$ cat config.mk
export PLATFORM = sky130hd
export DESIGN_NAME = nmea_sentence_field_splitter_unit
export DESIGN_NICKNAME = d
export VERILOG_FILES = /design/src/rtl/nsfs_pkg.sv /design/src/rtl/nsfs_front.sv /design/src/rtl/nsfs_queue.sv /design/src/rtl/nsfs_back.sv /design/src/rtl/nmea_sentence_field_splitter_unit.sv
export SDC_FILE = /design/constraint.sdc
export NUM_CORES = 1
export LEC_CHECK = 0
export BUFFER_PORTS_ARGS = -buffer_cell sky130_fd_sc_hd__buf_4
export CAP_MARGIN = 20
export CORE_MARGIN = 1
export CORE_UTILIZATION = 66
export CTS_BUF_LIST = sky130_fd_sc_hd__clkbuf_4
export DETAILED_ROUTE_END_ITERATION = 6
export PLACE_DENSITY = 0.86
export SLEW_MARGIN = 20
export SYNTH_ARGS = -nofsm -noshare
export SYNTH_HDL_FRONTEND = slang
export SYNTH_HIERARCHICAL = 1
export SYNTH_SLANG_ARGS = --single-unit
$ cat constraint.sdc
create_clock -name clk -period 5.8 [get_ports clk]
set_input_delay 0.87 -clock clk [delete_from_list [all_inputs] [get_ports clk]]
set_output_delay 0.87 -clock clk [all_outputs]
set_load 0.01 [all_outputs]
$ cat src/rtl/nsfs_pkg.sv
// Shared types, codes and constants for the NMEA sentence field splitter.
// No dependencies.
`timescale 1ns / 1ps

package nsfs_pkg;

  localparam int MAX_FIELDS      = 24;
  localparam int MAX_FIELD_CHARS = 20;
  localparam int NUM_TYPES       = 6;
  localparam int QUEUE_DEPTH     = 4;
  localparam int QUEUE_AW        = $clog2(QUEUE_DEPTH);

  localparam logic [7:0] CH_DOLLAR = 8'h24;
  localparam logic [7:0] CH_COMMA  = 8'h2c;
  localparam logic [7:0] CH_STAR   = 8'h2a;

  localparam logic [5:0] MASK_RESET   = 6'd3;
  localparam logic [7:0] MAXLEN_RESET = 8'd82;

  typedef enum logic [1:0] {
    KIND_CHAR  = 2'd0,
    KIND_END   = 2'd1,
    KIND_ERROR = 2'd2
  } kind_t;

  typedef enum logic {
    CFG_TYPE_MASK = 1'b0,
    CFG_MAX_LEN   = 1'b1
  } cfg_idx_t;

  typedef struct packed {
    logic is_dollar;
    logic is_comma;
    logic is_star;
  } byte_class_t;

  typedef struct packed {
    logic [7:0]  data;
    byte_class_t cls;
  } q_item_t;

  localparam logic [47:0] HDR_TAB [NUM_TYPES] = '{
    "$GNRMC", "$GNGGA", "$GNGSA", "$GNGSV", "$GNGLL", "$GNVTG"
  };

  // character p (0..5) of header t
  function automatic logic [7:0] hdr_char(input int t, input logic [2:0] p);
    logic [5:0] sh;
    sh = 6'(8 * (5 - int'(p)));
    return HDR_TAB[t][sh +: 8];
  endfunction

endpackage

$ cat src/rtl/nsfs_front.sv
// Front end: classifies each received byte and writes it to the queue.
// Depends on nsfs_pkg.
`timescale 1ns / 1ps

module nsfs_front (
  input  logic             push,
  input  logic [7:0]       rx_byte,
  input  logic             q_full,
  output logic             full,
  output logic             q_wr,
  output nsfs_pkg::q_item_t q_item
);
  import nsfs_pkg::*;

  assign full                 = q_full;
  assign q_wr                 = push & ~q_full;
  assign q_item.data          = rx_byte;
  assign q_item.cls.is_dollar = (rx_byte == CH_DOLLAR);
  assign q_item.cls.is_comma  = (rx_byte == CH_COMMA);
  assign q_item.cls.is_star   = (rx_byte == CH_STAR);

endmodule

$ cat src/rtl/nsfs_queue.sv
// Short queue of classified items between front and back.
// Depends on nsfs_pkg.
`timescale 1ns / 1ps

module nsfs_queue (
  input  logic              clk,
  input  logic              rst,
  input  logic              wr,
  input  nsfs_pkg::q_item_t wdata,
  input  logic              rd,
  output nsfs_pkg::q_item_t rdata,
  output logic              q_empty,
  output logic              q_full
);
  import nsfs_pkg::*;

  q_item_t             mem [QUEUE_DEPTH];
  logic [QUEUE_AW-1:0] wr_ptr;
  logic [QUEUE_AW-1:0] rd_ptr;
  logic [QUEUE_AW:0]   count;

  assign q_empty = (count == '0);
  assign q_full  = (count == (QUEUE_AW+1)'(QUEUE_DEPTH));
  assign rdata   = mem[rd_ptr];

  always_ff @(posedge clk) begin
    if (wr) begin
      mem[wr_ptr] <= wdata;
    end
  end

  always_ff @(posedge clk) begin
    if (rst) begin
      wr_ptr <= '0;
      rd_ptr <= '0;
      count  <= '0;
    end else begin
      if (wr) wr_ptr <= wr_ptr + QUEUE_AW'(1);
      if (rd) rd_ptr <= rd_ptr + QUEUE_AW'(1);
      if (wr && !rd) count <= count + (QUEUE_AW+1)'(1);
      else if (!wr && rd) count <= count - (QUEUE_AW+1)'(1);
    end
  end

endmodule

$ cat src/rtl/nsfs_back.sv
// Back end: sentence parser state machine, configuration registers and
// result register. Depends on nsfs_pkg.
`timescale 1ns / 1ps

module nsfs_back (
  input  logic              clk,
  input  logic              rst,
  input  logic              q_empty,
  input  nsfs_pkg::q_item_t q_item,
  output logic              q_rd,
  input  logic              cfg_valid,
  output logic              cfg_ready,
  input  logic              cfg_index,
  input  logic [7:0]        cfg_data,
  output logic              empty,
  input  logic              pop,
  output logic [1:0]        kind,
  output logic [2:0]        sentence_type,
  output logic [4:0]        field_index,
  output logic [7:0]        field_char,
  output logic              empty_field,
  output logic              last
);
  import nsfs_pkg::*;

  typedef enum logic [1:0] {
    PH_HUNT  = 2'd0,
    PH_HEAD  = 2'd1,
    PH_SKIP  = 2'd2,
    PH_FIELD = 2'd3
  } phase_t;

  phase_t         phase, phase_next;
  logic [2:0]     hpos, hpos_next;
  logic [5:0]     cand, cand_next;
  logic [2:0]     ctype, ctype_next;
  logic [4:0]     cfield, cfield_next;
  logic [4:0]     flen, flen_next;
  logic [7:0]     bcount, bcount_next;
  logic [5:0]     type_mask;
  logic [7:0]     max_len;
  logic           out_valid;

  logic           take;
  logic           res_v;
  kind_t          res_kind;
  logic [7:0]     res_char;
  logic           res_empty;
  logic           res_last;
  logic [2:0]     pos;
  logic [5:0]     keep;
  logic [2:0]     first_t;

  assign cfg_ready = 1'b1;
  assign empty     = ~out_valid;
  assign q_rd      = take;
  assign take      = ~q_empty & (~out_valid | pop);

  always_comb begin
    phase_next  = phase;
    hpos_next   = hpos;
    cand_next   = cand;
    ctype_next  = ctype;
    cfield_next = cfield;
    flen_next   = flen;
    bcount_next = bcount;
    res_v       = 1'b0;
    res_kind    = KIND_CHAR;
    res_char    = '0;
    res_empty   = 1'b0;
    res_last    = 1'b0;
    pos         = (hpos > 3'd5) ? 3'd5 : hpos;
    keep        = '0;
    first_t     = '0;
    for (int t = 0; t < NUM_TYPES; t++) begin
      keep[t] = cand[t] & (hdr_char(t, pos) == q_item.data);
    end
    for (int t = NUM_TYPES - 1; t >= 0; t--) begin
      if (keep[t]) first_t = 3'(t);
    end

    if (take) begin
      if (q_item.cls.is_dollar) begin
        phase_next  = PH_HEAD;
        hpos_next   = 3'd1;
        cand_next   = type_mask;
        ctype_next  = '0;
        cfield_next = '0;
        flen_next   = '0;
        bcount_next = 8'd1;
      end else if (phase != PH_HUNT) begin
        if (bcount != 8'hff) bcount_next = bcount + 8'd1;
        if (bcount > max_len) begin
          phase_next = PH_HUNT;
          if (phase != PH_HEAD) begin
            res_v    = 1'b1;
            res_kind = KIND_ERROR;
            res_last = 1'b1;
          end
        end else begin
          unique case (phase)
            PH_HEAD: begin
              cand_next = keep;
              if (keep == '0) begin
                phase_next = PH_HUNT;
              end else if (pos >= 3'd5) begin
                ctype_next = first_t;
                phase_next = PH_SKIP;
              end else begin
                hpos_next = pos + 3'd1;
              end
            end
            PH_SKIP: begin
              if (q_item.cls.is_comma) begin
                phase_next  = PH_FIELD;
                cfield_next = '0;
                flen_next   = '0;
              end
            end
            PH_FIELD: begin
              res_v = 1'b1;
              if (q_item.cls.is_star) begin
                res_kind   = KIND_END;
                res_empty  = (flen == '0);
                res_last   = 1'b1;
                phase_next = PH_HUNT;
              end else if (q_item.cls.is_comma) begin
                if ({1'b0, cfield} + 6'd1 >= 6'(MAX_FIELDS)) begin
                  res_kind   = KIND_ERROR;
                  res_last   = 1'b1;
                  phase_next = PH_HUNT;
                end else begin
                  res_kind    = KIND_END;
                  res_empty   = (flen == '0);
                  cfield_next = cfield + 5'd1;
                  flen_next   = '0;
                end
              end else if (flen >= 5'(MAX_FIELD_CHARS)) begin
                res_kind   = KIND_ERROR;
                res_last   = 1'b1;
                phase_next = PH_HUNT;
              end else begin
                res_char  = q_item.data;
                flen_next = flen + 5'd1;
              end
            end
            default: begin
              phase_next = PH_HUNT;
            end
          endcase
        end
      end
    end
  end

  always_ff @(posedge clk) begin
    if (rst) begin
      phase     <= PH_HUNT;
      hpos      <= '0;
      cand      <= '0;
      ctype     <= '0;
      cfield    <= '0;
      flen      <= '0;
      bcount    <= '0;
      type_mask <= MASK_RESET;
      max_len   <= MAXLEN_RESET;
      out_valid <= 1'b0;
    end else begin
      phase  <= phase_next;
      hpos   <= hpos_next;
      cand   <= cand_next;
      ctype  <= ctype_next;
      cfield <= cfield_next;
      flen   <= flen_next;
      bcount <= bcount_next;
      if (cfg_valid) begin
        unique case (cfg_idx_t'(cfg_index))
          CFG_TYPE_MASK: type_mask <= cfg_data[5:0];
          CFG_MAX_LEN:   max_len   <= cfg_data;
          default:       type_mask <= type_mask;
        endcase
      end
      if (take) out_valid <= res_v;
      else if (pop) out_valid <= 1'b0;
    end
  end

  always_ff @(posedge clk) begin
    if (take && res_v) begin
      kind          <= res_kind;
      sentence_type <= ctype;
      field_index   <= cfield;
      field_char    <= res_char;
      empty_field   <= res_empty;
      last          <= res_last;
    end
  end

endmodule

$ cat src/rtl/nmea_sentence_field_splitter_unit.sv
// Top level of the NMEA sentence field splitter.
// Depends on nsfs_pkg, nsfs_front, nsfs_queue and nsfs_back.
`timescale 1ns / 1ps

// Takes one received byte per clock while full is low and splits enabled
// $GNxxx sentences into field characters and field ends, each tagged with
// type and field index; an overrun gives an error item with last set.
// Bytes pass a four-entry queue to the parser, which handles one byte per
// cycle unless an unpopped result holds it, and keeps each result in a
// single output register after the queue memory; the block sustains one
// byte per clock while results are popped as fast.
// Configuration registers are written through cfg_valid/cfg_index/cfg_data
// and are always ready; write them only while the block is idle.
module nmea_sentence_field_splitter_unit (
  input  logic       clk,
  input  logic       rst,
  input  logic       push,
  output logic       full,
  input  logic [7:0] rx_byte,
  output logic       empty,
  input  logic       pop,
  output logic [1:0] kind,
  output logic [2:0] sentence_type,
  output logic [4:0] field_index,
  output logic [7:0] field_char,
  output logic       empty_field,
  output logic       last,
  input  logic       cfg_valid,
  output logic       cfg_ready,
  input  logic       cfg_index,
  input  logic [7:0] cfg_data
);
  import nsfs_pkg::*;

  q_item_t wr_item;
  q_item_t rd_item;
  logic    q_wr;
  logic    q_rd;
  logic    q_full;
  logic    q_empty;

  nsfs_front u_front (
    .push    (push),
    .rx_byte (rx_byte),
    .q_full  (q_full),
    .full    (full),
    .q_wr    (q_wr),
    .q_item  (wr_item)
  );

  nsfs_queue u_queue (
    .clk     (clk),
    .rst     (rst),
    .wr      (q_wr),
    .wdata   (wr_item),
    .rd      (q_rd),
    .rdata   (rd_item),
    .q_empty (q_empty),
    .q_full  (q_full)
  );

  nsfs_back u_back (
    .clk           (clk),
    .rst           (rst),
    .q_empty       (q_empty),
    .q_item        (rd_item),
    .q_rd          (q_rd),
    .cfg_valid     (cfg_valid),
    .cfg_ready     (cfg_ready),
    .cfg_index     (cfg_index),
    .cfg_data      (cfg_data),
    .empty         (empty),
    .pop           (pop),
    .kind          (kind),
    .sentence_type (sentence_type),
    .field_index   (field_index),
    .field_char    (field_char),
    .empty_field   (empty_field),
    .last          (last)
  );

endmodule
==> results.md, run 1 <==
- GR peak layer: met2
- CTS buffer count: 17
- Area Overhead vs Synth: 9.21%
- Placer Congestion: 0.886
- ANT nets after route: 0
- Syn Nets: 639
- PostCTS Resize Cnt: 0
- Boundary pin count: 45
- Cell Area, Synth: 6250 µm²
- Vias per inst: 6.45
- Largest area contributor in the netlist: edfxtp_1
- Number of library cell types mapped by synthesis: 80
- Pins over their slew limit: 0
- FF+latch count, synth: 120
- Utilization after layout: 74.2%
- Met3 usage: 5.48%
- Register area share after synthesis: 48.7%
- Register-to-register setup slack: 2.12 ns
- FF-to-FF Start: u_back/hpos[1]
- Root Driver: clkbuf_4
- H-tree depth: 4
- Clock skew: 0.0165 ns
- Worst vdd ir: 318 µV
- Status: complete, no violations
- Clock sink count: 120
- Final setup violation count: 0
- Most frequent cells after synthesis: 64 x edfxtp_1, 60 x nand2_1, 56 x dfxtp_1
- Cts hold-fix bufs: 0
- Critical path depth: 11
- Crit. Startpoint: u_back/hpos[1]
- Vias in the first global route: 4565
- Per-cell routed wire length: 18.0 µm
- Largest cells by area after synthesis: edfxtp_1 31%, dfxtp_1 18%, ha_1 5.4%
- Row cnt: 35
- CTS Buffer Depth: 2
- Initial core utilization: 67.9%
- GR Util All Layers: 28.9%
- Final WL: 13.3 mm
- Arrival time at the worst endpoint: 4.09 ns
- Overflow after GRT: 0
- Share of post-route cells with drive strength above 1: 16.5%
- Worst-skew pair later-pin latency: 0.51 ns
- Worst-path clk slew: 0.12 ns
- DR vias: 4783
- Cell Chain, Critical Path: nand2b_1 > inv_1 > ha_1 > o21ai_2 > xor2_1 > o2111ai_1 > a2111o_1 > o2111ai_2 > o21a_1 > a311oi_2 > o221a_1
- # Post-CTS Setup Buffers: 0
- CP max stage delay: 1.02 ns
- Total core area: 9200 µm²
- Die area: 9860 µm²
- Critical path buffer and inverter count: 1
- Min-Delay Path Class: flip-flop to flip-flop
- Worst Setup Path Type: flip-flop to flip-flop
- Final period utilization: 63.4%
- Req. time, crit path: 6.21 ns
- Post-synthesis async set-or-reset flop share: 0%
- HPWL after DPL: 9.20 mm
- CP Max Fanout: 28
- Relative slew margins: 30.4%
- Mean post-synth cell area: 10.6 µm²
- Number of DRC markers in iteration 0: 342
- Power Total: 2550 µW
- CP Launch Type: flip-flop
- Die Wd: 99.3 µm
- Post-route setup TNS: 0 ns
- Most frequent cell after synthesis: edfxtp_1
- Die height: 99.3 µm
- Hold slack: 0.463 ns
- Fmax: 272 MHz
- Post-route minimum period: 3.68 ns
- DRC viols: 0
- Power Density: 373 nW/µm²
- First-pass GRT wire length: 22.1 mm
- Max-cap violations: 0
- Largest net degree at the start of global routing: 40
- Leakage: 0.00255 µW
- Post-synth top flop: edfxtp_1
- Final setup margin: 2.12 ns
- M1 GR Usage: 37.5%
- Cells after synthesis: 589
- Pre-CTS WS: 2.21 ns
- Buffers on Ports: 43
- Worst R2R Path Depth: 11
- Antenna violations before repair: 1
- GR Util met2: 46.4%
- RSZ-0062 raised after global routing: false
- Yosys top cell area share: 30.8%
- CTS tree: done
- CP max-delay cell: dfxtp_1
- Drt first pass iters: 5
- EDFF count, synth: 64
- YS warnings: 6
- Worst hold path startpoint: u_back/max_len[7]
- Hold Path Stages: 2
- Final Hold Vio Count: 0
- Layout Nets: 666
- Kind of cell adding the most delay to the critical path: compound AO/OA/AOI/OAI gates
- Slew of the pin with the lowest slew margin: 1.04 ns
- CP Capture Type: flip-flop
[power breakdown]
part	switching [µW]	internal [µW]
clock	342	309
sequential	91.3	980
combinational	508	315
[worst reg2reg max path, stage by stage, from the launching register on]
cell	delay (ns)
dfxtp_1	1.02
nand2b_1	0.24
inv_1	0.17
ha_1	0.31
o21ai_2	0.09
xor2_1	0.19
o2111ai_1	0.16
a2111o_1	0.42
o2111ai_2	0.26
o21a_1	0.29
a311oi_2	0.17
o221a_1	0.28
[cells by family after synthesis]
logic type	synth area share (%)
AND/OR/NAND/NOR	17.0
AO/OA/AOI/OAI	14.6
flip-flops	48.7
buffers and inverters	5.23
adder cells (fa/ha/maj)	5.73
multiplexers	6.19
XOR/XNOR	2.52
other	0.0600
[final timing paths]
path,endpoint
max,u_back/phase[0]
min,u_back/max_len[7]
max reg2reg,u_back/phase[0]
min reg2reg,u_back/max_len[7]
[routing by layer]
| metal | vias up | routed length (µm) |
|---|---|---|
| met5 | - | 0 |
| met4 | 0 | 333 |
| met3 | 36 | 1020 |
| met2 | 260 | 6440 |
| met1 | 2271 | 5560 |
| li1 | 2216 | - |
[cells in the final DEF, fill, tap and decap left out, types with 11 or more instances in the layout]
cell type,count
a21oi_1,36
xor2_1,12
edfxtp_1,64
ha_1,27
clkbuf_4,17
and2_1,18
dfxtp_1,56
mux2i_1,11
nand4_1,11
nand3_1,11
buf_4,45
nand2b_1,12
nor2_1,48
inv_1,24
nand2_1,60
o21ai_0,21
[registers in the layout, indices dropped and copies added, names as in the netlist, 5 cells and up, named ones only]
signal	count
u_back/flen	5
u_back/type_mask	6
u_back/field_index	5
u_back/field_char	8
u_back/cfield	5
u_back/max_len	8
u_back/cand	6
u_back/bcount	8
u_queue/mem	44
[through the flow]
stage                     cell area (µm²)  instances
after floorplan                      6250        589
final                                6820        741
after detailed placement             6500        708
after global routing                 6820        741
after global placement               6500        708
after CTS                            6820        740
[cell type report]
| cell class | instances | area [µm²] |
|---|---|---|
| antenna | 1 | 2.50 |
| clock buffer | 17 | 128 |
| clock inverter | 15 | 194 |
| fill | 597 | 2370 |
| inverter | 27 | 101 |
| multi-input combinational | 405 | 2880 |
| sequential | 120 | 3040 |
| tap | 111 | 139 |
| timing repair buffer | 45 | 338 |
Note: power is estimated with default switching activity, not from simulation.
==> run 2: changes to the inputs <==
- CORE_UTILIZATION: 66 -> 63
- PLACE_DENSITY: 0.86 -> 0.83
- clock period: 5.8 -> 3.6 ns (I/O delays scaled with it)
==> run 2 against run 1 <==
- critical path depth fell by 1
- sequential cell count stayed put
- hold slack lost 0.22 ns
- sequential power grew 58%
- critical endpoint is now u_back/hpos[2]
==> results.md, run 2 (synthesis gave the netlist of run 1 again) <==
- Most frequent cells in the layout: 64 x edfxtp_1, 60 x nand2_1, 56 x dfxtp_1, 51 x buf_4, 48 x nor2_1
- Area Overhead vs Synth: 9.68%
- Hold Path Stages: 1 (-1)
- Post-route setup TNS: 0 ns (unchanged)
- HPWL after DPL: 9.38 mm (+1.9%)
- Utilization after layout: 72.8% (-1.4 points)
- WL met2: 6.35 mm (-1.4%)
- Sw Share: 39.1% (+2.1 points)
- Clock skew: 0.0227 ns (+0.00622 ns)
- Biggest register: u_queue/mem
- Worst vdd ir: 458 µV (+44%)
- Power Density: 582 nW/µm² (+56%)
- # Post-CTS Setup Buffers: 0 (unchanged)
- WL met3: 981 µm (-3.4%)
- CTS tree: done
- Arrival time at the worst endpoint: 3.72 ns (-0.37 ns)
- Die area: 10300 µm² (+4.7%)
- RSZ-0062 raised after global routing: false
- Internal power: 2430 µW (+51%)
- Fmax: 301 MHz (+11%)
- Placer Congestion: 0.877 (-1.0%)
- Clock share of power: 22.2% (-3.4 points)
- Worst hold path startpoint: rx_byte[7]
- Fillers: 655 (+9.7%)
- Clock sink count: 120 (unchanged)
- CTS Buffer Depth: 2 (unchanged)
- Pins over their slew limit: 0 (unchanged)
- Post-route minimum period: 3.32 ns (-0.355 ns)
- Final non-filler cell total: 766 (+3.4%)
- Overflow after GRT: 0 (unchanged)
- Root Driver: clkbuf_4
- DRC viols: 0 (unchanged)
- DR vias: 4762 (-0.44%)
- Max reg flops: 44 (unchanged)
- H-tree depth: 4 (unchanged)
- ANT nets after route: 0 (unchanged)
- Worst-skew pair later-pin latency: 0.52 ns (about the same)
- Critical R2R Capture: u_back/hpos[2]
- Seq pwr share: 42.3% (+0.2 points)
- Die Wd: 102 µm (+2.3%)
- Vias in the first global route: 4527 (-0.83%)
- CTS buffer count: 17 (unchanged)
- GR Util All Layers: 27.9% (-1.0 points)
- Leakage: 0.00257 µW (+0.58%)
- Status: complete, no violations
- Total core area: 9420 µm² (+2.4%)
- Antenna violations before repair: 1 (unchanged)
- Number of DRC markers in iteration 0: 483 (+41%)
- Die height: 102 µm (+2.3%)
- Cts hold-fix bufs: 0 (unchanged)
- Req. time, crit path: 4.00 ns (-2.21 ns)
- Row cnt: 35 (unchanged)
- DR top layer: met4
- First-pass GRT wire length: 21.9 mm (-0.94%)
- Final WL: 13.4 mm (about the same)
- M1 wire length: 5.71 mm (+2.7%)
- Relative slew margins: 48.1% (+18 points)
- Largest net degree at the start of global routing: 40 (unchanged)
- Slew of the pin with the lowest slew margin: 0.778 ns (-0.265 ns)
- PostCTS Resize Cnt: 0 (unchanged)
- CP Max Fanout: 7 (-75%)
- Buffers on Ports: 43 (unchanged)
- Per-cell routed wire length: 17.4 µm (-3.2%)
- Final Hold Vio Count: 0 (unchanged)
- Worst-path clk slew: 0.13 ns (about the same)
- Vias per inst: 6.22 (-3.7%)
- Min-Delay Path Class: input port to flip-flop
- Final period utilization: 92.3% (+29 points)
- Gate power share: 35.5% (+3.2 points)
- Drt first pass iters: 5 (unchanged)
- CP Capture Type: flip-flop
- Commonest non-fill, non-tap cell in the layout: edfxtp_1
- Boundary pin count: 45 (unchanged)
- WHS Endpoint: u_queue/mem[0][10]
- Switch Pwr: 1560 µW (+66%)
- DP Cell Count: 733 (+3.5%)
- CP Launch Type: flip-flop
- Share of post-route cells with drive strength above 1: 17.5% (+0.92 points)
- Worst Setup Path Type: flip-flop to flip-flop
- Worst R2R Path Depth: 10 (-1)
- Final setup violation count: 0 (unchanged)
- Initial core utilization: 66.3% (-1.6 points)
- Register-to-register setup slack: 0.28 ns (-1.85 ns)
- Max-cap violations: 0 (unchanged)
- Layout Nets: 673 (+1.1%)
==> run 2: changes by cell type in the layout (fill, tap and decap cells not counted) <==
cell,delta
buf_12,+1
bufinv_16,-3
buf_4,+6
clkinv_4,-1
inv_8,+2
inv_6,+2
==> run 2: final cells by class <==
type	count	area, µm²	share of cell area, %
Clock buffer	17	128	1.86
Tap cell	129	161	2.36
Antenna cell	1	2.50	0.0365
Inverter	27	101	1.48
Sequential cell	120	3040	44.4
Multi-Input combinational cell	405	2880	42.0
Clock inverter	15	135	1.97
Timing Repair Buffer	52	403	5.88
==> run 2: worst max-delay path: stages (launching register included) <==
cell and delay (ns):
dfxtp_1 0.48, buf_12 0.18, mux4_2 0.55, and4bb_1 0.22, o211ai_1 0.35, a211oi_2 0.18, nand4_1 0.22, o2111ai_2 0.20
or2_1 0.29, o2111a_1 0.23, or3_1 0.31
==> run 2: per-stage QoR <==
stage	hold slack, ns	setup WS (ns)	power, µW	area [µm²]
after floorplan	0.408	0.562	2750	6250
after global placement	0.419	0.426	3040	6590
after detailed placement	0.432	0.360	3100	6590
after CTS	0.201	0.310	3980	6850
after global routing	0.198	0.0714	4200	6850
final	0.240	0.276	3990	6850
==> run 2: how the worst max path moves through the flow <==
stage,startpoint,to,slack [ns],cells past startpoint
CTS,flip-flop,u_back/hpos[2],0.31,10
finish,flip-flop,u_back/hpos[2],0.28,10
global placement,flip-flop,u_back/phase[0],0.43,10
detailed placement,flip-flop,u_back/hpos[2],0.36,10
floorplan,u_back/hpos[2],u_back/hpos[2],0.56,14
global route,flip-flop,u_back/hpos[2],0.07,10
==> run 2: power by group through the flow <==
stage	registers [µW]	clock network, µW	logic, µW
after CTS	1690	907	1390
after detailed placement	1720	0	1380
after floorplan	1670	0	1090
after global routing	1700	967	1540
after global placement	1710	0	1340
final	1690	885	1420
==> run 2: layer usage <==
layer / vias to the layer above / global-route usage (%)
met1: 2254 / 36.9
met3: 39 / 6.35
met5: - / 0
met2: 235 / 44.6
li1: 2234 / -
met4: 0 / 11.1
